$ cat src/sv/bmre_pkg.sv
`timescale 1ns / 1ps

package bmre_pkg;

  localparam int unsigned VOLT_W    = 8;
  localparam int unsigned STAT_W    = 8;
  localparam int unsigned PWR_W     = 16;
  localparam int unsigned CAP_W     = 16;
  localparam int unsigned EXTRA_W   = 10;
  localparam int unsigned TOTAL_W   = 17;
  localparam int unsigned RUNTIME_W = 20;
  localparam int unsigned CFG_IDX_W = 2;
  localparam int unsigned CFG_DATA_W = 16;

  localparam int unsigned WINDOW_DEPTH_DEF    = 10;
  localparam int unsigned ESTIMATE_PERIOD_DEF = 20;

  localparam logic [VOLT_W-1:0]  EMPTY_LEVEL_RST = 8'd100;
  localparam logic [VOLT_W-1:0]  LOW_LEVEL_RST   = 8'd110;
  localparam logic [CAP_W-1:0]   CAPACITY_RST    = 16'd1000;
  localparam logic [EXTRA_W-1:0] EXTRA_POWER_RST = 10'd40;

  localparam logic [RUNTIME_W-1:0] RUNTIME_MAX   = {RUNTIME_W{1'b1}};
  localparam logic [RUNTIME_W-1:0] UPDATE_MARGIN = 20'd100;

  typedef enum logic [CFG_IDX_W-1:0] {
    CFG_EMPTY_LEVEL = 2'd0,
    CFG_LOW_LEVEL   = 2'd1,
    CFG_CAPACITY    = 2'd2,
    CFG_EXTRA_POWER = 2'd3
  } cfg_idx_e;

  typedef enum logic [2:0] {
    HEALTH_OK     = 3'd0,
    HEALTH_LOW    = 3'd1,
    HEALTH_EMPTY  = 3'd2,
    HEALTH_PC_OFF = 3'd3,
    HEALTH_STALE  = 3'd4
  } health_e;

  typedef enum logic [2:0] {
    CLASS_CONST_CURRENT = 3'd0,
    CLASS_CONST_VOLTAGE = 3'd1,
    CLASS_FULL          = 3'd2,
    CLASS_ON_BATTERY    = 3'd3,
    CLASS_UNKNOWN       = 3'd4
  } charge_class_e;

  typedef struct packed {
    logic              link_ok;
    logic [VOLT_W-1:0] voltage_level;
    logic [STAT_W-1:0] status_byte;
    logic [PWR_W-1:0]  board_power_dw;
  } in_req_t;

  typedef struct packed {
    health_e              health;
    logic [2:0]           chg_mode;
    charge_class_e        charge_class;
    logic                 ext_pwr;
    logic                 pc_on;
    logic                 brd_pwr;
    logic                 runtime_valid;
    logic [RUNTIME_W-1:0] runtime_tenth_min;
    logic [TOTAL_W-1:0]   total_power_dw;
  } out_res_t;

  function automatic charge_class_e decode_class(input logic [2:0] mode);
    charge_class_e cls;
    case (mode)
      3'd1:    cls = CLASS_CONST_CURRENT;
      3'd2:    cls = CLASS_CONST_VOLTAGE;
      3'd3:    cls = CLASS_FULL;
      3'd4:    cls = CLASS_ON_BATTERY;
      default: cls = CLASS_UNKNOWN;
    endcase
    return cls;
  endfunction

endpackage

$ cat src/sv/bmre_window.sv
`timescale 1ns / 1ps

module bmre_window import bmre_pkg::*; #(
  parameter int unsigned DEPTH = WINDOW_DEPTH_DEF,
  parameter int unsigned FILL_W = $clog2(DEPTH + 1),
  parameter int unsigned SUM_W = VOLT_W + FILL_W
) (
  input  logic              clk_i,
  input  logic              rst_ni,
  input  logic              push_i,
  input  logic [VOLT_W-1:0] volt_i,
  output logic [FILL_W-1:0] fill_o,
  output logic [SUM_W-1:0]  sum_o
);

  localparam int unsigned PTR_W = (DEPTH > 1) ? $clog2(DEPTH) : 1;

  logic [VOLT_W-1:0] win_q [DEPTH];
  logic [FILL_W-1:0] fill_q, fill_d;
  logic [PTR_W-1:0]  ptr_q, ptr_d;
  logic [SUM_W-1:0]  sum_q, sum_d;
  logic              full;

  assign full = (fill_q == FILL_W'(DEPTH));

  always_comb begin
    fill_d = fill_q;
    ptr_d  = ptr_q;
    sum_d  = sum_q;
    if (push_i) begin
      // Once the window is full the oldest sample sits at the write pointer.
      if (full) begin
        sum_d = sum_q - SUM_W'(win_q[ptr_q]) + SUM_W'(volt_i);
      end else begin
        fill_d = fill_q + FILL_W'(1);
        sum_d  = sum_q + SUM_W'(volt_i);
      end
      ptr_d = (ptr_q == PTR_W'(DEPTH - 1)) ? '0 : ptr_q + PTR_W'(1);
    end
  end

  always_ff @(posedge clk_i or negedge rst_ni) begin
    if (!rst_ni) begin
      fill_q <= '0;
      ptr_q  <= '0;
      sum_q  <= '0;
    end else begin
      fill_q <= fill_d;
      ptr_q  <= ptr_d;
      sum_q  <= sum_d;
    end
  end

  always_ff @(posedge clk_i) begin
    if (push_i) begin
      win_q[ptr_q] <= volt_i;
    end
  end

  assign fill_o = fill_q;
  assign sum_o  = sum_q;

endmodule

$ cat src/sv/bmre_div.sv
`timescale 1ns / 1ps

module bmre_div import bmre_pkg::*; #(
  parameter int unsigned NUM_W = 32,
  parameter int unsigned DEN_W = 22
) (
  input  logic                 clk_i,
  input  logic                 rst_ni,
  input  logic                 start_i,
  input  logic [NUM_W-1:0]     num_i,
  input  logic [DEN_W-1:0]     den_i,
  output logic                 done_o,
  output logic [RUNTIME_W-1:0] quot_o
);

  // One quotient bit beyond the result width tells saturation apart.
  localparam int unsigned QW    = RUNTIME_W + 1;
  localparam int unsigned HI_W  = NUM_W - QW;
  localparam int unsigned CMP_W = (HI_W > DEN_W) ? HI_W : DEN_W;
  localparam int unsigned CNT_W = $clog2(QW + 1);

  logic [DEN_W-1:0] rem_q;
  logic [DEN_W-1:0] den_q;
  logic [QW-1:0]    lo_q;
  logic             ovf_q;
  logic             busy_q;
  logic [CNT_W-1:0] cnt_q;

  logic [HI_W-1:0]  num_hi;
  logic [DEN_W:0]   trial;
  logic             fits;

  assign num_hi = num_i[NUM_W-1:QW];
  assign trial  = {rem_q, lo_q[QW-1]};
  assign fits   = (trial >= {1'b0, den_q});

  always_ff @(posedge clk_i or negedge rst_ni) begin
    if (!rst_ni) begin
      busy_q <= 1'b0;
      cnt_q  <= '0;
    end else if (start_i) begin
      busy_q <= 1'b1;
      cnt_q  <= CNT_W'(QW);
    end else if (busy_q) begin
      if (cnt_q == '0) begin
        busy_q <= 1'b0;
      end else begin
        cnt_q <= cnt_q - CNT_W'(1);
      end
    end
  end

  always_ff @(posedge clk_i) begin
    if (start_i) begin
      // If the upper part already reaches the divisor the quotient cannot fit.
      ovf_q <= (CMP_W'(num_hi) >= CMP_W'(den_i));
      rem_q <= DEN_W'(num_hi);
      den_q <= den_i;
      lo_q  <= num_i[QW-1:0];
    end else if (busy_q && (cnt_q != '0)) begin
      rem_q <= fits ? DEN_W'(trial - {1'b0, den_q}) : trial[DEN_W-1:0];
      lo_q  <= {lo_q[QW-2:0], fits};
    end
  end

  assign done_o = busy_q && (cnt_q == '0);
  assign quot_o = (ovf_q || lo_q[QW-1]) ? RUNTIME_MAX : lo_q[RUNTIME_W-1:0];

endmodule

$ cat src/sv/battery_monitor_runtime_estimator.sv
`timescale 1ns / 1ps
// A stale or ordinary poll goes from the request straight to the output state; a poll that
// runs the runtime estimate passes through the multiply and prepare states and, when the
// divisor is nonzero, the bit-serial divider, which produces one quotient bit per cycle,
// and the update state. One poll is taken at a time; the output register frees the input.
// Reset: configuration returns to its defaults, the voltage window empties, and the tick
// counter, runtime and power stores clear to zero.

module battery_monitor_runtime_estimator import bmre_pkg::*; #(
  parameter int unsigned WINDOW_DEPTH    = WINDOW_DEPTH_DEF,
  parameter int unsigned ESTIMATE_PERIOD = ESTIMATE_PERIOD_DEF
) (
  input  logic                  clk_i,
  input  logic                  rst_ni,
  input  logic                  in_valid_i,
  output logic                  in_stall_o,
  input  in_req_t               in_req_i,
  output logic                  out_valid_o,
  input  logic                  out_stall_i,
  output out_res_t              out_res_o,
  input  logic                  cfg_we_i,
  input  logic [CFG_IDX_W-1:0]  cfg_idx_i,
  input  logic [CFG_DATA_W-1:0] cfg_data_i
);

  localparam int unsigned FILL_W = $clog2(WINDOW_DEPTH + 1);
  localparam int unsigned SUM_W  = VOLT_W + FILL_W;
  localparam int unsigned PROD_W = CAP_W + SUM_W;
  localparam int unsigned NUM_W  = PROD_W + 3;
  localparam int unsigned DEN_W  = FILL_W + TOTAL_W;
  localparam int unsigned TICK_W = (ESTIMATE_PERIOD > 1) ? $clog2(ESTIMATE_PERIOD) : 1;

  typedef enum logic [5:0] {
    ST_IDLE = 6'b000001,
    ST_MUL  = 6'b000010,
    ST_PREP = 6'b000100,
    ST_DIV  = 6'b001000,
    ST_UPD  = 6'b010000,
    ST_OUT  = 6'b100000
  } state_e;

  state_e state_q, state_d;

  logic [VOLT_W-1:0]  empty_q, low_q;
  logic [CAP_W-1:0]   cap_q;
  logic [EXTRA_W-1:0] extra_q;

  logic [TICK_W-1:0]    tick_q;
  logic [RUNTIME_W-1:0] runtime_q;
  logic [TOTAL_W-1:0]   power_q;
  logic                 stale_q;
  out_res_t             res_q;
  logic [PROD_W-1:0]    prod_q;

  logic                 out_valid_q;
  out_res_t             out_q;

  logic                 accept;
  logic                 push;
  logic                 fire;
  logic [FILL_W-1:0]    fill;
  logic [SUM_W-1:0]     sum;
  logic [TOTAL_W-1:0]   total;
  logic [NUM_W-1:0]     num;
  logic [DEN_W-1:0]     den;
  logic                 div_start;
  logic                 div_done;
  logic [RUNTIME_W-1:0] quot;
  logic [RUNTIME_W-1:0] diff;
  logic                 out_free;
  health_e              health;
  logic [2:0]           mode;
  out_res_t             res_fin;

  assign in_stall_o = (state_q != ST_IDLE);
  assign accept     = in_valid_i && (state_q == ST_IDLE);
  assign push       = accept && in_req_i.link_ok;
  assign fire       = (tick_q == TICK_W'(ESTIMATE_PERIOD - 1));
  assign total      = TOTAL_W'(in_req_i.board_power_dw) + TOTAL_W'(extra_q);
  assign num        = (NUM_W'(prod_q) << 2) + (NUM_W'(prod_q) << 1);
  assign den        = DEN_W'(fill) * DEN_W'(power_q);
  assign div_start  = (state_q == ST_PREP) && (den != '0);
  assign diff       = (quot > runtime_q) ? quot - runtime_q : runtime_q - quot;
  assign out_free   = !out_valid_q || !out_stall_i;
  assign mode       = in_req_i.status_byte[5:3];

  always_comb begin
    if (!in_req_i.status_byte[1]) begin
      health = HEALTH_PC_OFF;
    end else if (in_req_i.voltage_level < empty_q) begin
      health = HEALTH_EMPTY;
    end else if (in_req_i.voltage_level <= low_q) begin
      health = HEALTH_LOW;
    end else begin
      health = HEALTH_OK;
    end
  end

  bmre_window #(
    .DEPTH  (WINDOW_DEPTH),
    .FILL_W (FILL_W),
    .SUM_W  (SUM_W)
  ) u_window (
    .clk_i  (clk_i),
    .rst_ni (rst_ni),
    .push_i (push),
    .volt_i (in_req_i.voltage_level),
    .fill_o (fill),
    .sum_o  (sum)
  );

  bmre_div #(
    .NUM_W (NUM_W),
    .DEN_W (DEN_W)
  ) u_div (
    .clk_i   (clk_i),
    .rst_ni  (rst_ni),
    .start_i (div_start),
    .num_i   (num),
    .den_i   (den),
    .done_o  (div_done),
    .quot_o  (quot)
  );

  always_comb begin
    state_d = state_q;
    case (state_q)
      ST_IDLE: begin
        if (accept) begin
          if (in_req_i.link_ok && fire && (in_req_i.board_power_dw != '0)) begin
            state_d = ST_MUL;
          end else begin
            state_d = ST_OUT;
          end
        end
      end
      ST_MUL:  state_d = ST_PREP;
      ST_PREP: state_d = (den != '0) ? ST_DIV : ST_OUT;
      ST_DIV:  state_d = div_done ? ST_UPD : ST_DIV;
      ST_UPD:  state_d = ST_OUT;
      ST_OUT:  state_d = out_free ? ST_IDLE : ST_OUT;
      default: state_d = ST_IDLE;
    endcase
  end

  // A stale poll reports nothing but its health.
  always_comb begin
    res_fin                   = res_q;
    res_fin.runtime_valid     = (runtime_q != '0);
    res_fin.runtime_tenth_min = runtime_q;
    res_fin.total_power_dw    = power_q;
    if (stale_q) begin
      res_fin        = '0;
      res_fin.health = HEALTH_STALE;
    end
  end

  always_ff @(posedge clk_i or negedge rst_ni) begin
    if (!rst_ni) begin
      state_q     <= ST_IDLE;
      empty_q     <= EMPTY_LEVEL_RST;
      low_q       <= LOW_LEVEL_RST;
      cap_q       <= CAPACITY_RST;
      extra_q     <= EXTRA_POWER_RST;
      tick_q      <= '0;
      runtime_q   <= '0;
      power_q     <= '0;
      out_valid_q <= 1'b0;
    end else begin
      state_q <= state_d;
      if (cfg_we_i) begin
        case (cfg_idx_i)
          CFG_EMPTY_LEVEL: empty_q <= cfg_data_i[VOLT_W-1:0];
          CFG_LOW_LEVEL:   low_q   <= cfg_data_i[VOLT_W-1:0];
          CFG_CAPACITY:    cap_q   <= cfg_data_i[CAP_W-1:0];
          CFG_EXTRA_POWER: extra_q <= cfg_data_i[EXTRA_W-1:0];
          default: ;
        endcase
      end
      if (push) begin
        tick_q <= fire ? '0 : tick_q + TICK_W'(1);
        if (fire && (in_req_i.board_power_dw != '0)) begin
          power_q <= total;
        end
      end
      // A new estimate only replaces the stored one when it moved by more than the margin.
      if ((state_q == ST_UPD) && (diff > UPDATE_MARGIN)) begin
        runtime_q <= quot;
      end
      if ((state_q == ST_OUT) && out_free) begin
        out_valid_q <= 1'b1;
      end else if (!out_stall_i) begin
        out_valid_q <= 1'b0;
      end
    end
  end

  always_ff @(posedge clk_i) begin
    if (accept) begin
      stale_q                 <= !in_req_i.link_ok;
      res_q.health            <= in_req_i.link_ok ? health : HEALTH_STALE;
      res_q.chg_mode          <= mode;
      res_q.charge_class      <= decode_class(mode);
      res_q.ext_pwr           <= in_req_i.status_byte[2];
      res_q.pc_on             <= in_req_i.status_byte[1];
      res_q.brd_pwr           <= in_req_i.status_byte[0];
      res_q.runtime_valid     <= 1'b0;
      res_q.runtime_tenth_min <= '0;
      res_q.total_power_dw    <= '0;
    end
    if (state_q == ST_MUL) begin
      prod_q <= PROD_W'(cap_q) * PROD_W'(sum);
    end
    if ((state_q == ST_OUT) && out_free) begin
      out_q <= res_fin;
    end
  end

  assign out_valid_o = out_valid_q;
  assign out_res_o   = out_q;

endmodule

$ cat config.mk
export PLATFORM = sky130hd
export DESIGN_NAME = battery_monitor_runtime_estimator
export DESIGN_NICKNAME = d
export VERILOG_FILES = /design/src/sv/bmre_pkg.sv /design/src/sv/bmre_window.sv /design/src/sv/bmre_div.sv /design/src/sv/battery_monitor_runtime_estimator.sv
export SDC_FILE = /design/constraint.sdc
export NUM_CORES = 1
export LEC_CHECK = 0
export BUFFER_PORTS_ARGS = -buffer_cell sky130_fd_sc_hd__buf_2
export CAP_MARGIN = 20
export CORE_ASPECT_RATIO = 1.5
export CORE_UTILIZATION = 40
export DETAILED_ROUTE_END_ITERATION = 7
export PLACE_DENSITY = 0.62
export SYNTH_ARGS = -nofsm -noshare
export SYNTH_HDL_FRONTEND = slang
export SYNTH_SLANG_ARGS = --single-unit
$ cat constraint.sdc
create_clock -name clk_i -period 7.01 [get_ports clk_i]
set_input_delay 0 -clock clk_i [delete_from_list [all_inputs] [get_ports clk_i]]
set_output_delay 0 -clock clk_i [all_outputs]
set_load 0.05 [all_outputs]
* Word level (Yosys, flattened, before mapping)
Memories as Yosys holds them, arrays and structs flattened.
Index checks and enable logic that the tools add are counted.
** Word-level totals
- Memories :: 1
- Input bits :: 56
- Word-level logic and storage cells :: 138
- Bits in writable memories :: 80
- Register bits after elaboration :: 272
- Output and inout bits :: 52
** Memory list
- u_window.win_q :: words 10, bits a word 8, rd ports 1, clocked after memory_dff 0, write ports 1, line bmre_window.sv:18 : logic [VOLT_W-1:0] win_q [DEPTH];
** Cells by class
- Reductions and logical operators :: 30
- Equal/unequal tests :: 20
- Multipliers :: 2
- Bitwise gates (word level) :: 1
- Multiplexer cells :: 30
- $lt $le $gt $ge :: 6
- Add/subtract/negate cells :: 12
** Operator list (number)
- 21-bit two-way mux :: 3
- 20-bit two-way mux :: 2
- 20-bit subtractor :: 2
- 6-bit case mux with 6 select lines :: 1
- 30-bit by 29-bit adder with 31-bit output :: 1
- 16-bit by 12-bit multiplier with 28-bit output :: 1
- 5-bit two-way mux :: 5
- 12-bit by 8-bit adder with 12-bit output :: 2
- 6-bit two-way mux :: 4
- 22-bit by 21-bit greater-or-equal comparator with 1-bit output :: 1
- 10-bit by 21-bit greater-or-equal comparator with 1-bit output :: 1
- 4-bit by 17-bit multiplier with 21-bit output :: 1
- 21-bit nonzero test :: 1
- 21-bit subtractor :: 1
- 20-bit > comparator :: 1
- 20-bit by 7-bit > comparator with 1-bit output (second input constant) :: 1
- 10-bit two-way mux :: 2
- 20-bit nonzero test :: 1
- 16-bit by 10-bit adder with 17-bit output :: 1
- 16-bit nonzero test :: 1
- 2-bit AND reduction :: 7
- 12-bit two-way mux :: 1
- 3-bit case mux with 4 select lines :: 1
- 12-bit by 8-bit subtractor with 12-bit output :: 1
- 32 further kinds :: 58

* Longest topological paths before layout
Gate-level depths: netlist of run 1.
- Word-level depth :: 6
- Gate-level depth with buffers :: 24
- Gate-level depth less buffers :: 23

* Hierarchy
From an unflattened synthesis of run 1, not the netlist that was laid out.
** Second synthesis, totals
- Cell total of the unflattened synthesis :: 2915
- Area total of the unflattened synthesis :: 28909.0 um^2
** Modules (own cells, without submodules)
- battery_monitor_runtime_estimator :: seq. area each 5031.1 um^2, cells an instance 2080, area an instance 19258.5 um^2, instances 1
- bmre_window :: seq. area each 2902.8 um^2, cells an instance 400, area an instance 5215.0 um^2, instances 1
- bmre_div :: seq. area each 1961.9 um^2, cells an instance 435, area an instance 4435.5 um^2, instances 1

* Least setup slack after synthesis of run 1
OpenSTA, ideal clock, no wires.
- Kind :: register to register
- From :: reg u_window.fill_q[2], in the netlist u_window.fill_o[2]
- To :: reg u_div.lo_q[0] (enable)
- Data required time :: 6527 ps
- Stages on the path, launching flop included :: 20
- Setup time :: 483 ps
- Path slack :: 887 ps
- Path buffers :: 3
- Clock period less this slack :: 6123 ps
- Arrival time :: 5640 ps
- Cell sequence :: dfrtp_1 > clkbuf_1 > buf_1 > nand2_1 > fa_1 > fa_1 > inv_1 > ha_1 > a21o_1 > a311oi_2 > a221oi_2 > a21oi_1 > nor4_1 > a311o_1 > or4_1 > or4_1 > nor3_2 > a21oi_2 > buf_2 > nand2b_1
** On the way
- Cells in the longest elaborated chain, start to end :: 4
** Ends and longest elaborated chain
- start, declared :: line bmre_window.sv:19 : logic [FILL_W-1:0] fill_q, fill_d;
- start signal, assigned :: line bmre_window.sv:48 : fill_q <= fill_d;
- 4-bit by 17-bit multiplier with 21-bit output :: line battery_monitor_runtime_estimator.sv:81 : assign den = DEN_W'(fill) * DEN_W'(power_q);
- named net den[17] :: line battery_monitor_runtime_estimator.sv:65 : logic [DEN_W-1:0] den;
- 21-bit nonzero test :: line battery_monitor_runtime_estimator.sv:82 : assign div_start = (state_q == ST_PREP) && (den != '0);
- 1-bit logical AND :: line battery_monitor_runtime_estimator.sv:82
- 2-bit nonzero test (no line)
- end signal, assigned :: line bmre_div.sv:59 : lo_q <= num_i[QW-1:0];
- end signal, assigned :: line bmre_div.sv:62 : lo_q <= {lo_q[QW-2:0], fits};
- end, declared :: line bmre_div.sv:24 : logic [QW-1:0] lo_q;
The timed path passes the listed nets, and every way through them passes these cells.
A chain may end at the register's enable or synchronous reset.

* Worst setup path in the final report of run 1
- From :: reg u_window.sum_q[11], in the netlist u_window.sum_o[11]
- To :: reg prod_q[25] (data pin)
** On the way
- Cells in the longest elaborated chain, start to end :: 1
** Ends and longest elaborated chain
- start, declared :: line bmre_window.sv:21 : logic [SUM_W-1:0] sum_q, sum_d;
- start signal, assigned :: line bmre_window.sv:50 : sum_q <= sum_d;
- 16-bit by 12-bit multiplier with 28-bit output :: line battery_monitor_runtime_estimator.sv:212 : prod_q <= PROD_W'(cap_q) * PROD_W'(sum);
- end signal, assigned :: line battery_monitor_runtime_estimator.sv:212
- end, declared :: line battery_monitor_runtime_estimator.sv:53 : logic [PROD_W-1:0] prod_q;
No other way between the ends.

==> run_results.csv, run 1 <==
group,metric,value,unit
outcome,run_status,"completed",
detailed_routing,dr.pass1.iters,5,
detailed_routing,final_routed_drc_violation_total,0,
synth,netlist.area_leader.share,23.8,%
timing,fin_tns_setup,0,ns
synth,netlist_top_cells_area,"sky130_fd_sc_hd__edfxtp_1 (24%), sky130_fd_sc_hd__fa_1 (13%), sky130_fd_sc_hd__ha_1 (11%), sky130_fd_sc_hd__dfrtp_1 (8.8%), sky130_fd_sc_hd__inv_1 (5.3%)",
min_path,worstHoldPathType,"in -> reg",
cells_and_area,layout-drive-gt1-share,10.4,%
global_routing,grt.total_usage,18.7,%
global_routing,wire_length_of_the_first_global_routing_pass,107000,microns
synth,syn-instance-count,2831,
timing,timing.clock.skew,0.0290,ns
synth,adder_cell_area_share_of_the_yosys_netlist,23.7,%
clock_tree,cts_inserted_buffers,39,
clock_tree,root_buffer,"sky130_fd_sc_hd__clkbuf_16",
job,timing.max_cap.violations,0,
setup_path,critical_path_required,7.32,ns
synth,syn_area_per_cell,10.0,sq um
global_routing,global_route.overflow_total,0,
clock_tree,cts-hold-fix-buffers,72,
floorplanning,die_height,328,microns
timing,final_critical_path_time_including_i_o_delays_and_setup,6.31,ns
setup_path,critPathSlowestCell,"sky130_fd_sc_hd__dfrtp_1",
setup_path,cp_slowest_stage_delay,0.72,ns
detailed_routing,wl_per_cell,16.8,microns
cells_and_area,layout_commonest_cell,"sky130_fd_sc_hd__inv_1",
synth,synthXorXnorAreaFrac,3.71,%
detailed_routing,drt_iter0_drc,776,
timing,setup_viol_count_final,0,
detailed_routing,dr_total_vias,20100,
setup_path,cp_common_cell,"sky130_fd_sc_hd__fa_1",
synth,synth_async_sr_flop_share,33.2,%
setup_path,cell_chain_of_the_critical_path,"nand2_1, fa_1, fa_1, inv_1, fa_1, fa_1, inv_1, fa_1, inv_1, ha_1, nand2_1, nor3_1, o31ai_1, a311oi_1, o31ai_1, o21ai_1, o41a_1, xor2_1",
timing,finalCritPeriodShare,90.0,%
synth,synth-edff-count,224,
clock_tree,cts_resized,0,
setup_path,cp_data_arrival_time,6.62,ns
floorplanning,starting_density_of_the_core,40.4,%
floorplanning,row_count,119,
synth,compound_gate_fraction_of_synth_area,10.5,%
global_routing,first_global_vias,21000,
timing,timing_worst_slew_pin_value,0.974,ns
synth,ys.flop_type,"sky130_fd_sc_hd__edfxtp_1",
setup_path,worstSetupEndpointType,"flop",
timing,unrepaired_setup_endpoints_after_global_routing,"false",
detailed_routing,detail-route-antenna-nets,0,
setup_path,critical_path_buf_inv_count,3,
placement,gp_weighted_congestion,0.848,
global_routing,antenna_found_initial,0,
clock_tree,clock_tree.htree_level_count,2,
synth,synthesis.area,0.0283,sq mm
setup_path,crit_fanout,17,
clock_tree,worst_setup_hold_path_clk_slew,0.08,ns
cells_and_area,layout.nets,3452,
cells_and_area,mostFrequentLayoutCells,"sky130_fd_sc_hd__inv_1 (396), sky130_fd_sc_hd__nand2_1 (293), sky130_fd_sc_hd__ha_1 (241), sky130_fd_sc_hd__edfxtp_1 (224), sky130_fd_sc_hd__fa_1 (184)",
detailed_routing,via_per_inst,5.13,
synth,main_combinational_cell_family_by_area_after_synthesis,"adder cells",
timing,final-hold-violation-count,0,
clock_tree,numClockSinks,352,
timing,timing_max_transition_violations_final,0,
floorplanning,die-width,219,microns
setup_path,start_kind,"flop",
synth,post_synth_num_cell_types,82,
floorplanning,num_io_pins,108,
placement,port-buffer-count,105,
synth,net_count_of_the_mapped_netlist,3312,
clock_tree,clk-insertion-delay-late,0.59,ns
floorplanning,design.die.area,0.0719,sq mm
clock_tree,cts.path.max_buffers,3,
setup_path,critical_path.top_delay_family,"adder cells",
synth,synthMuxAreaShare,5.94,%
clock_tree,tritoncts,"built",
synth,yosysSeqAreaShare,35.0,%
synth,yosys.area_share.simple,14.4,%
timing,relative_max_transition_margin,34.9,%
placement,hpwlAfterDp,50500,microns
synth,yosysTopAreaCell,"sky130_fd_sc_hd__edfxtp_1",
timing,max_freq,158,MHz
setup_path,critical_path_class,"reg -> reg",
global_routing,grt_start_max_net_pins,59,
clock_tree,post-cts-setup-buffer-count,0,
detailed_routing,route.final.wire_length,65700,microns
synth,synth_warnings,0,
cells_and_area,area_growth_syn_to_layout,12.4,%
synth,synth_seq_cells,352,
floorplanning,core,0.0701,sq mm
-- logic make-up after synthesis --
| group | count (synthesis) |
|---|---|
| flops | 352 |
| xor+xnor | 120 |
| fa+ha+maj | 425 |
| buf+inv | 505 |
| compound gates | 461 |
| simple gates | 838 |
| mux | 130 |
-- synth_stat cells, types with 7 or more instances --
| cell type | instances |
|---|---|
| sky130_fd_sc_hd__dfrtp_1 | 100 |
| sky130_fd_sc_hd__a211oi_1 | 30 |
| sky130_fd_sc_hd__dfxtp_1 | 11 |
| sky130_fd_sc_hd__o21ai_0 | 102 |
| sky130_fd_sc_hd__dfstp_2 | 17 |
| sky130_fd_sc_hd__o21ai_1 | 9 |
| sky130_fd_sc_hd__ha_1 | 241 |
| sky130_fd_sc_hd__a21o_1 | 53 |
| sky130_fd_sc_hd__or2_2 | 9 |
| sky130_fd_sc_hd__or3_1 | 35 |
| sky130_fd_sc_hd__nand2_1 | 293 |
| sky130_fd_sc_hd__nand3_1 | 31 |
| sky130_fd_sc_hd__mux2_4 | 25 |
| sky130_fd_sc_hd__nor2_1 | 163 |
| sky130_fd_sc_hd__o21bai_1 | 13 |
| sky130_fd_sc_hd__nand4_1 | 21 |
| sky130_fd_sc_hd__nor4_1 | 22 |
| sky130_fd_sc_hd__and2_1 | 102 |
| sky130_fd_sc_hd__o21a_1 | 26 |
| sky130_fd_sc_hd__xnor2_1 | 89 |
| sky130_fd_sc_hd__inv_1 | 396 |
| sky130_fd_sc_hd__o211ai_1 | 14 |
| sky130_fd_sc_hd__and3_1 | 7 |
| sky130_fd_sc_hd__a21oi_1 | 116 |
| sky130_fd_sc_hd__nor2b_1 | 66 |
| sky130_fd_sc_hd__o31ai_1 | 11 |
| sky130_fd_sc_hd__xor2_1 | 31 |
| sky130_fd_sc_hd__clkbuf_1 | 94 |
| sky130_fd_sc_hd__mux2_2 | 39 |
| sky130_fd_sc_hd__mux2i_1 | 45 |
| sky130_fd_sc_hd__nor3_1 | 35 |
| sky130_fd_sc_hd__nand3b_1 | 7 |
| sky130_fd_sc_hd__buf_2 | 7 |
| sky130_fd_sc_hd__nand2b_1 | 25 |
| sky130_fd_sc_hd__a31oi_1 | 19 |
| sky130_fd_sc_hd__fa_1 | 184 |
| sky130_fd_sc_hd__mux4_2 | 16 |
| sky130_fd_sc_hd__or4_1 | 8 |
| sky130_fd_sc_hd__edfxtp_1 | 224 |
-- layout make-up --
cell class | instances | area (sq um)
Clock buffer | 53 | 1060
Sequential cell | 352 | 9900
Clock inverter | 19 | 206
Fill cell | 6656 | 38300
Multi-Input combinational cell | 1974 | 16500
Antenna cell | 1 | 2.50
Tap cell | 907 | 1130
Inverter | 396 | 1490
Timing Repair Buffer | 208 | 1520
-- worst register-to-register path: cells and delay by family, from the launching register on --
| family | cells | cell delay (ns) |
|---|---|---|
| and+or+nand+nor | 3 | 0.49 |
| adders and majority gates | 6 | 2.98 |
| AOI/OAI and AO/OA | 5 | 1.25 |
| xor gates and xnor gates | 1 | 0.45 |
| buffers and inverters | 3 | 0.14 |
| DFF | 1 | 0.72 |
-- through the flow --
step	instance area [sq um]	std cells	hold slack [ns]	util (%)	setup WS, ns
6_report	31800	3910	0.0576	45.3	0.699
5_1_grt	31800	3909	0.0610	45.3	0.318
4_1_cts	31800	3909	0.00224	45.3	0.668
3_5_place_dp	29800	3765	0.0343	42.5	0.694
3_3_place_gp	29800	3764	0.0362	42.5	0.762
2_1_floorplan	28300	2831	-0.296	-	0.887
-- worst paths after layout --
kind	cells past startpoint	slack (ns)	startpoint	endpoint
max in group asynchronous	4	5.43	rst_ni	runtime_q[3]
min in group asynchronous	3	0.45	rst_ni	u_window.ptr_q[1]
max	18	0.70	u_window.sum_o[11]	prod_q[25]
min reg2reg	2	0.47	u_div.rem_q[20]	u_div.rem_q[20]
min	4	0.06	cfg_idx_i[0]	empty_q[0]
max reg2reg	18	0.70	u_window.sum_o[11]	prod_q[25]
-- sequential cells by signal (all words and copies together), names as in the netlist, 4 cells and up --
signal           cells
u_window.win_q      80
out_res_o           50
prod_q              28
u_div.den_q         21
u_div.lo_q          21
u_div.rem_q         21
runtime_q           20
power_q             17
cap_q               16
res_q               12
u_window.sum_o      12
extra_q             10
empty_q              8
low_q                8
state_q              6
tick_q               5
u_div.cnt_q          5
u_window.fill_o      4
u_window.ptr_q       4
-- routing by layer --
metal | GRT usage [%] | share of wire [%] | vias to the layer above
met3 | 2.12 | 2.7 | 119
li1 | - | - | 9860
met5 | 0 | 0 | -
met1 | 20.4 | 39 | 9765
met4 | 7.49 | 3.8 | 0
met2 | 36.1 | 54 | 312
Power of run 1 is left out: the tool's default activity adds up to more than one toggle a clock period on the data nets, which glitch-free logic cannot reach.
==> run 2: changes to the inputs <==
RECOVER_POWER = 25   (was unset)
==> run 2 against run 1 <==
Compared with the run above:
- non-clock buffer count did not move
- utilization fell by 0.093 points
- largest cell class unchanged
- highest routed layer unchanged
- die area did not move
- global-route usage did not move
- register-to-register slack barely moved
- the flow now finishes with violations (capacitance limit, slew limit)
- sequential share of layout area rose by 0.064 points
==> run_results.csv, run 2 (synthesis results as in run 1) <==
group,metric,value,unit
outcome,run_status,"finished, violations left",
outcome,failed_checks,"capacitance limit, slew limit",
timing,finalCritPeriodShare,89.9,%
cells_and_area,postLayoutCoreUtil,45.3,%
setup_path,minimum_setup_slack_among_reg_to_reg_paths,0.71,ns
setup_path,critical_path_required,7.32,ns
clock_tree,post-cts-setup-buffer-count,0,
placement,hpwlAfterDp,50500,microns
cells_and_area,design_area,0.0317,sq mm
global_routing,wire_length_of_the_first_global_routing_pass,107000,microns
setup_path,critical_path.reg2reg.endpoint,"prod_q[25]",
timing,max_freq,159,MHz
setup_path,cp_common_cell,"sky130_fd_sc_hd__fa_1",
floorplanning,design.die.area,0.0719,sq mm
setup_path,critPathSlowestCell,"sky130_fd_sc_hd__dfrtp_1",
clock_tree,numClockSinks,352,
cells_and_area,largest_reg_flops,80,
setup_path,critical_register_to_register_path_startpoint,"u_window.sum_o[6]",
cells_and_area,layout-drive-gt1-share,9.33,%
clock_tree,clock_tree.htree_level_count,2,
setup_path,worstRegToRegCells,19,
timing,final-hold-violation-count,0,
timing,relative_max_transition_margin,-39.9,%
floorplanning,num_io_pins,108,
setup_path,cp_data_arrival_time,6.61,ns
setup_path,cp_slowest_stage_delay,0.80,ns
detailed_routing,route.final.wire_length,65800,microns
floorplanning,core,0.0701,sq mm
clock_tree,worst_setup_hold_path_clk_slew,0.06,ns
setup_path,start_kind,"flop",
detailed_routing,dr_total_vias,20000,
timing,final_critical_path_time_including_i_o_delays_and_setup,6.30,ns
timing,timing_max_transition_violations_final,63,
global_routing,grt_start_max_net_pins,59,
timing,fin_tns_setup,0,ns
min_path,worstHoldPathType,"in -> reg",
detailed_routing,wl_per_cell,16.8,microns
cells_and_area,layout.nets,3452,
global_routing,grt.total_usage,18.7,%
global_routing,global_route.overflow_total,0,
placement,gp_weighted_congestion,0.848,
clock_tree,clk-insertion-delay-late,0.59,ns
detailed_routing,via_per_inst,5.12,
detailed_routing,detail-route-antenna-nets,0,
floorplanning,row_count,119,
clock_tree,root_buffer,"sky130_fd_sc_hd__clkbuf_16",
detailed_routing,final_routed_drc_violation_total,0,
cells_and_area,layout_commonest_cell,"sky130_fd_sc_hd__inv_1",
global_routing,antenna_found_initial,0,
setup_path,worstSetupEndpointType,"flop",
job,timing.max_cap.violations,2,
detailed_routing,drt_iter0_drc,816,
floorplanning,starting_density_of_the_core,40.4,%
cells_and_area,area_growth_syn_to_layout,12.1,%
clock_tree,tritoncts,"built",
timing,unrepaired_setup_endpoints_after_global_routing,"false",
timing,setup_viol_count_final,0,
timing,timing_worst_slew_pin_value,2.10,ns
floorplanning,die-width,219,microns
cells_and_area,mostFrequentLayoutCells,"sky130_fd_sc_hd__inv_1 (396), sky130_fd_sc_hd__nand2_1 (293), sky130_fd_sc_hd__ha_1 (241), sky130_fd_sc_hd__edfxtp_1 (224), sky130_fd_sc_hd__fa_1 (184)",
cells_and_area,largest_register,"u_window.win_q",
floorplanning,die_height,328,microns
setup_path,cell_chain_of_the_critical_path,"nand2_1, fa_1, fa_1, fa_1, inv_1, fa_1, inv_1, fa_1, inv_1, ha_1, a21o_1, a21oi_1, nor2_1, nor2_1, a311oi_1, o31ai_1, o21ai_1, o41a_1, xor2_1",
setup_path,timing.critical_path.to,"prod_q[25]",
placement,port-buffer-count,105,
timing,timing.clock.skew,0.0294,ns
clock_tree,cts_inserted_buffers,39,
timing,holdWs,0.0563,ns
placement,place_area,0.0298,sq mm
clock_tree,cts.path.max_buffers,3,
setup_path,critical_path_class,"reg -> reg",
detailed_routing,dr.pass1.iters,5,
setup_path,crit_start,"u_window.sum_o[6]",
setup_path,crit_fanout,19,
global_routing,first_global_vias,21000,
run 2: cell type report:
type                    count  area [sq um]
diodes                      1          2.50
clock buffers              53          1060
clock inverters            19           206
fillers                  6676         38400
inverters                 396          1490
multi-input cells        1974         16500
flip-flops and latches    352          9900
well taps                 907          1130
repair buffers            208          1450
run 2: worst min-delay path by stage:
stage | start | depth (start not counted) | to | slack, ns
after detailed placement | rst_ni | 1 | power_q[14] | 0.03
after CTS | in_req_i[3] | 5 | power_q[4] | 0.002
final | in_req_i[3] | 5 | power_q[4] | 0.06
after global routing | in_req_i[3] | 5 | power_q[4] | 0.10
after global placement | rst_ni | 1 | power_q[14] | 0.04
after floorplan | rst_ni | 0 | cap_q[0] | -0.30
run 2: what timing repair did:
action,in CTS,in global routing
setup endpoints to repair,0,0
gates resized for setup,0,0
hold buffers,72,0
hold endpoints to repair,233,0
run 2: through the flow:
| stage | setup slack (ns) | instances |
|---|---|---|
| 5_1_grt | 0.318 | 3909 |
| 4_1_cts | 0.668 | 3909 |
| 2_1_floorplan | 0.887 | 2831 |
| 3_5_place_dp | 0.694 | 3765 |
| 6_report | 0.711 | 3910 |
| 3_3_place_gp | 0.762 | 3764 |
run 2: per-layer routing:
| metal | share of wire (%) | global-route usage (%) | up-vias |
|---|---|---|---|
| met5 | 0 | 0 | - |
| met4 | 3.9 | 7.49 | 0 |
| met3 | 2.7 | 2.12 | 119 |
| met2 | 54 | 36.1 | 307 |
| met1 | 39 | 20.4 | 9753 |
| li1 | - | - | 9858 |
run 2: worst max-delay path, delay by kind of cell (launching register included):
kind / cells / cell delay (ns)
xor+xnor: 1 / 0.44
compound gates: 6 / 1.46
buf+inv: 3 / 0.14
simple gates: 3 / 0.38
fa+ha+maj: 6 / 2.82
flops: 1 / 0.80
Power of run 2 is left out for the same reason.
==> run 3: changes to the inputs <==
CORE_UTILIZATION = 55   (was 40)
PLACE_DENSITY = 0.82   (was 0.62)
==> run 3 against run 2 <==
Compared with the run above:
- the flow finishes with violations (hold timing, capacitance limit, slew limit)
- sequential cell count unchanged
- cell count down 6.5%
- critical path depth up 2
- via count up 5.0%
- setup slack worse by 0.16 ns
- count of clock-buffer cells in the layout down 6
- global-route usage up 7.2 points
- largest cell class unchanged
- highest routed layer unchanged
==> run_results.csv, run 3 (synthesis results as in run 1) <==
group,metric,value,unit
global_routing,antenna_found_initial,1,
min_path,worstHoldPathType,"in -> reg",
clock_tree,clock_tree.htree_level_count,2,
clock_tree,numClockSinks,352,
clock_tree,post-cts-setup-buffer-count,0,
timing,fin_tns_setup,0,ns
cells_and_area,layout-drive-gt1-share,8.90,%
floorplanning,die-width,187,microns
setup_path,critical_path_class,"reg -> reg",
cells_and_area,largest_register,"u_window.win_q",
detailed_routing,route.final.wire_length,66900,microns
timing,finalCritPeriodShare,92.2,%
setup_path,start_kind,"flop",
outcome,failed_checks,"hold timing, capacitance limit, slew limit",
setup_path,worstSetupEndpointType,"flop",
cells_and_area,largest_reg_flops,80,
job,timing.max_cap.violations,1,
detailed_routing,final_routed_drc_violation_total,0,
timing,final_critical_path_time_including_i_o_delays_and_setup,6.46,ns
detailed_routing,dr.pass1.iters,6,
cells_and_area,area_growth_syn_to_layout,11.0,%
placement,port-buffer-count,105,
cells_and_area,layout.nets,3440,
detailed_routing,drt_iter0_drc,1217,
timing,setup_viol_count_final,0,
cells_and_area,layout_commonest_cell,"sky130_fd_sc_hd__inv_1",
outcome,run_status,"finished, violations left",
cells_and_area,antenna-diode-count,0,
setup_path,critical_path_required,7.33,ns
detailed_routing,wl_per_cell,18.3,microns
placement,hpwlAfterDp,49200,microns
timing,relative_max_transition_margin,-22.4,%
detailed_routing,via_per_inst,5.75,
timing,unrepaired_setup_endpoints_after_global_routing,"false",
clock_tree,root_buffer,"sky130_fd_sc_hd__clkbuf_16",
timing,holdWs,-0.0138,ns
setup_path,minimum_setup_slack_among_reg_to_reg_paths,0.55,ns
setup_path,crit_start,"cap_q[5]",
floorplanning,row_count,101,
setup_path,critical_register_to_register_path_startpoint,"cap_q[5]",
placement,post-place-ws,0.715,ns
global_routing,grt_start_max_net_pins,88,
clock_tree,cts_resized,0,
setup_path,worstRegToRegCells,21,
floorplanning,die_height,280,microns
global_routing,global_route.overflow_total,0,
timing,setup_slack,0.548,ns
timing,final-hold-violation-count,1,
global_routing,first_global_vias,22300,
timing,timing.clock.skew,0.0162,ns
floorplanning,num_io_pins,108,
global_routing,grt.total_usage,25.9,%
clock_tree,clk-insertion-delay-late,0.57,ns
timing,max_freq,155,MHz
setup_path,crit_fanout,13,
clock_tree,cts_inserted_buffers,37,
detailed_routing,dr_total_vias,21000,
placement,gp_weighted_congestion,0.958,
clock_tree,cts.path.max_buffers,3,
setup_path,critical_path.reg2reg.endpoint,"prod_q[27]",
clock_tree,worst_setup_hold_path_clk_slew,0.06,ns
floorplanning,starting_density_of_the_core,55.9,%
timing,timing_worst_slew_pin_value,1.84,ns
setup_path,cp_data_arrival_time,6.78,ns
setup_path,timing.critical_path.to,"prod_q[27]",
floorplanning,design.die.area,0.0524,sq mm
floorplanning,core,0.0507,sq mm
clock_tree,tritoncts,"built",
timing,timing_max_transition_violations_final,31,
detailed_routing,detail-route-antenna-nets,0,
global_routing,wire_length_of_the_first_global_routing_pass,110000,microns
cells_and_area,mostFrequentLayoutCells,"sky130_fd_sc_hd__inv_1 (396), sky130_fd_sc_hd__nand2_1 (293), sky130_fd_sc_hd__ha_1 (241), sky130_fd_sc_hd__edfxtp_1 (224), sky130_fd_sc_hd__fa_1 (184)",
==> run 3: area by class of cell <==
class                   count  area (sq um)
flip-flops and latches    352          9900
clock inverters            21           293
repair buffers            198          1380
multi-input cells        1974         16500
inverters                 396          1490
clock buffers              47          1040
well taps                 669           837
fillers                  3810         19200
==> run 3: worst min path at each step <==
stage | from | endpoint | slack (ns) | cells after the start
CTS | cfg_idx_i[1] | empty_q[5] | 0.004 | 4
global placement | rst_ni | state_q[5] | -0.03 | 1
detailed placement | rst_ni | state_q[5] | -0.03 | 1
floorplan | rst_ni | cap_q[0] | -0.30 | 0
global route | cfg_idx_i[0] | empty_q[3] | 0.01 | 4
finish | cfg_idx_i[1] | empty_q[3] | -0.01 | 4
==> run 3: worst max-delay path, stage by stage, from the launching register on <==
cell                       delay (ns)
sky130_fd_sc_hd__dfstp_1         0.83
sky130_fd_sc_hd__nand2_1         0.16
sky130_fd_sc_hd__fa_1            0.60
sky130_fd_sc_hd__fa_1            0.46
sky130_fd_sc_hd__fa_1            0.50
sky130_fd_sc_hd__inv_1           0.05
sky130_fd_sc_hd__fa_1            0.52
sky130_fd_sc_hd__inv_1           0.05
sky130_fd_sc_hd__fa_1            0.52
sky130_fd_sc_hd__inv_1           0.04
sky130_fd_sc_hd__ha_1            0.35
sky130_fd_sc_hd__a21o_1          0.18
sky130_fd_sc_hd__a21oi_1         0.15
sky130_fd_sc_hd__nor2_1          0.05
sky130_fd_sc_hd__nor2_1          0.18
sky130_fd_sc_hd__a311oi_1        0.20
sky130_fd_sc_hd__o31ai_1         0.40
sky130_fd_sc_hd__o21ai_1         0.15
sky130_fd_sc_hd__o41a_1          0.37
sky130_fd_sc_hd__a21o_1          0.19
sky130_fd_sc_hd__a21oi_1         0.16
sky130_fd_sc_hd__xnor2_1         0.07
==> run 3: repair_timing <==
item	CTS	global route
setup endpoints to repair	0	0
endpoints found under the hold margin	183	0
hold buffers	69	0
==> run 3: per-layer routing <==
metal | global-route usage, % | wire length [microns] | vias up | part of all wire (%)
li1 | - | - | 9832 | -
met1 | 27.1 | 24000 | 10300 | 36
met2 | 49.1 | 36000 | 722 | 54
met3 | 3.42 | 3090 | 226 | 4.6
met4 | 15.4 | 3760 | 0 | 5.6
met5 | 0 | 0 | - | 0
==> run 3: stage by stage <==
step	utilization [%]	area [sq um]	hold slack (ns)	cells
floorplan	-	28300	-0.296	2831
global placement	58.1	29400	-0.0278	3517
detailed placement	58.1	29400	-0.0267	3517
CTS	62.1	31400	0.00394	3654
global route	62.0	31400	0.0138	3657
finish	62.0	31400	-0.0138	3657
Power of run 3 is left out for the same reason.
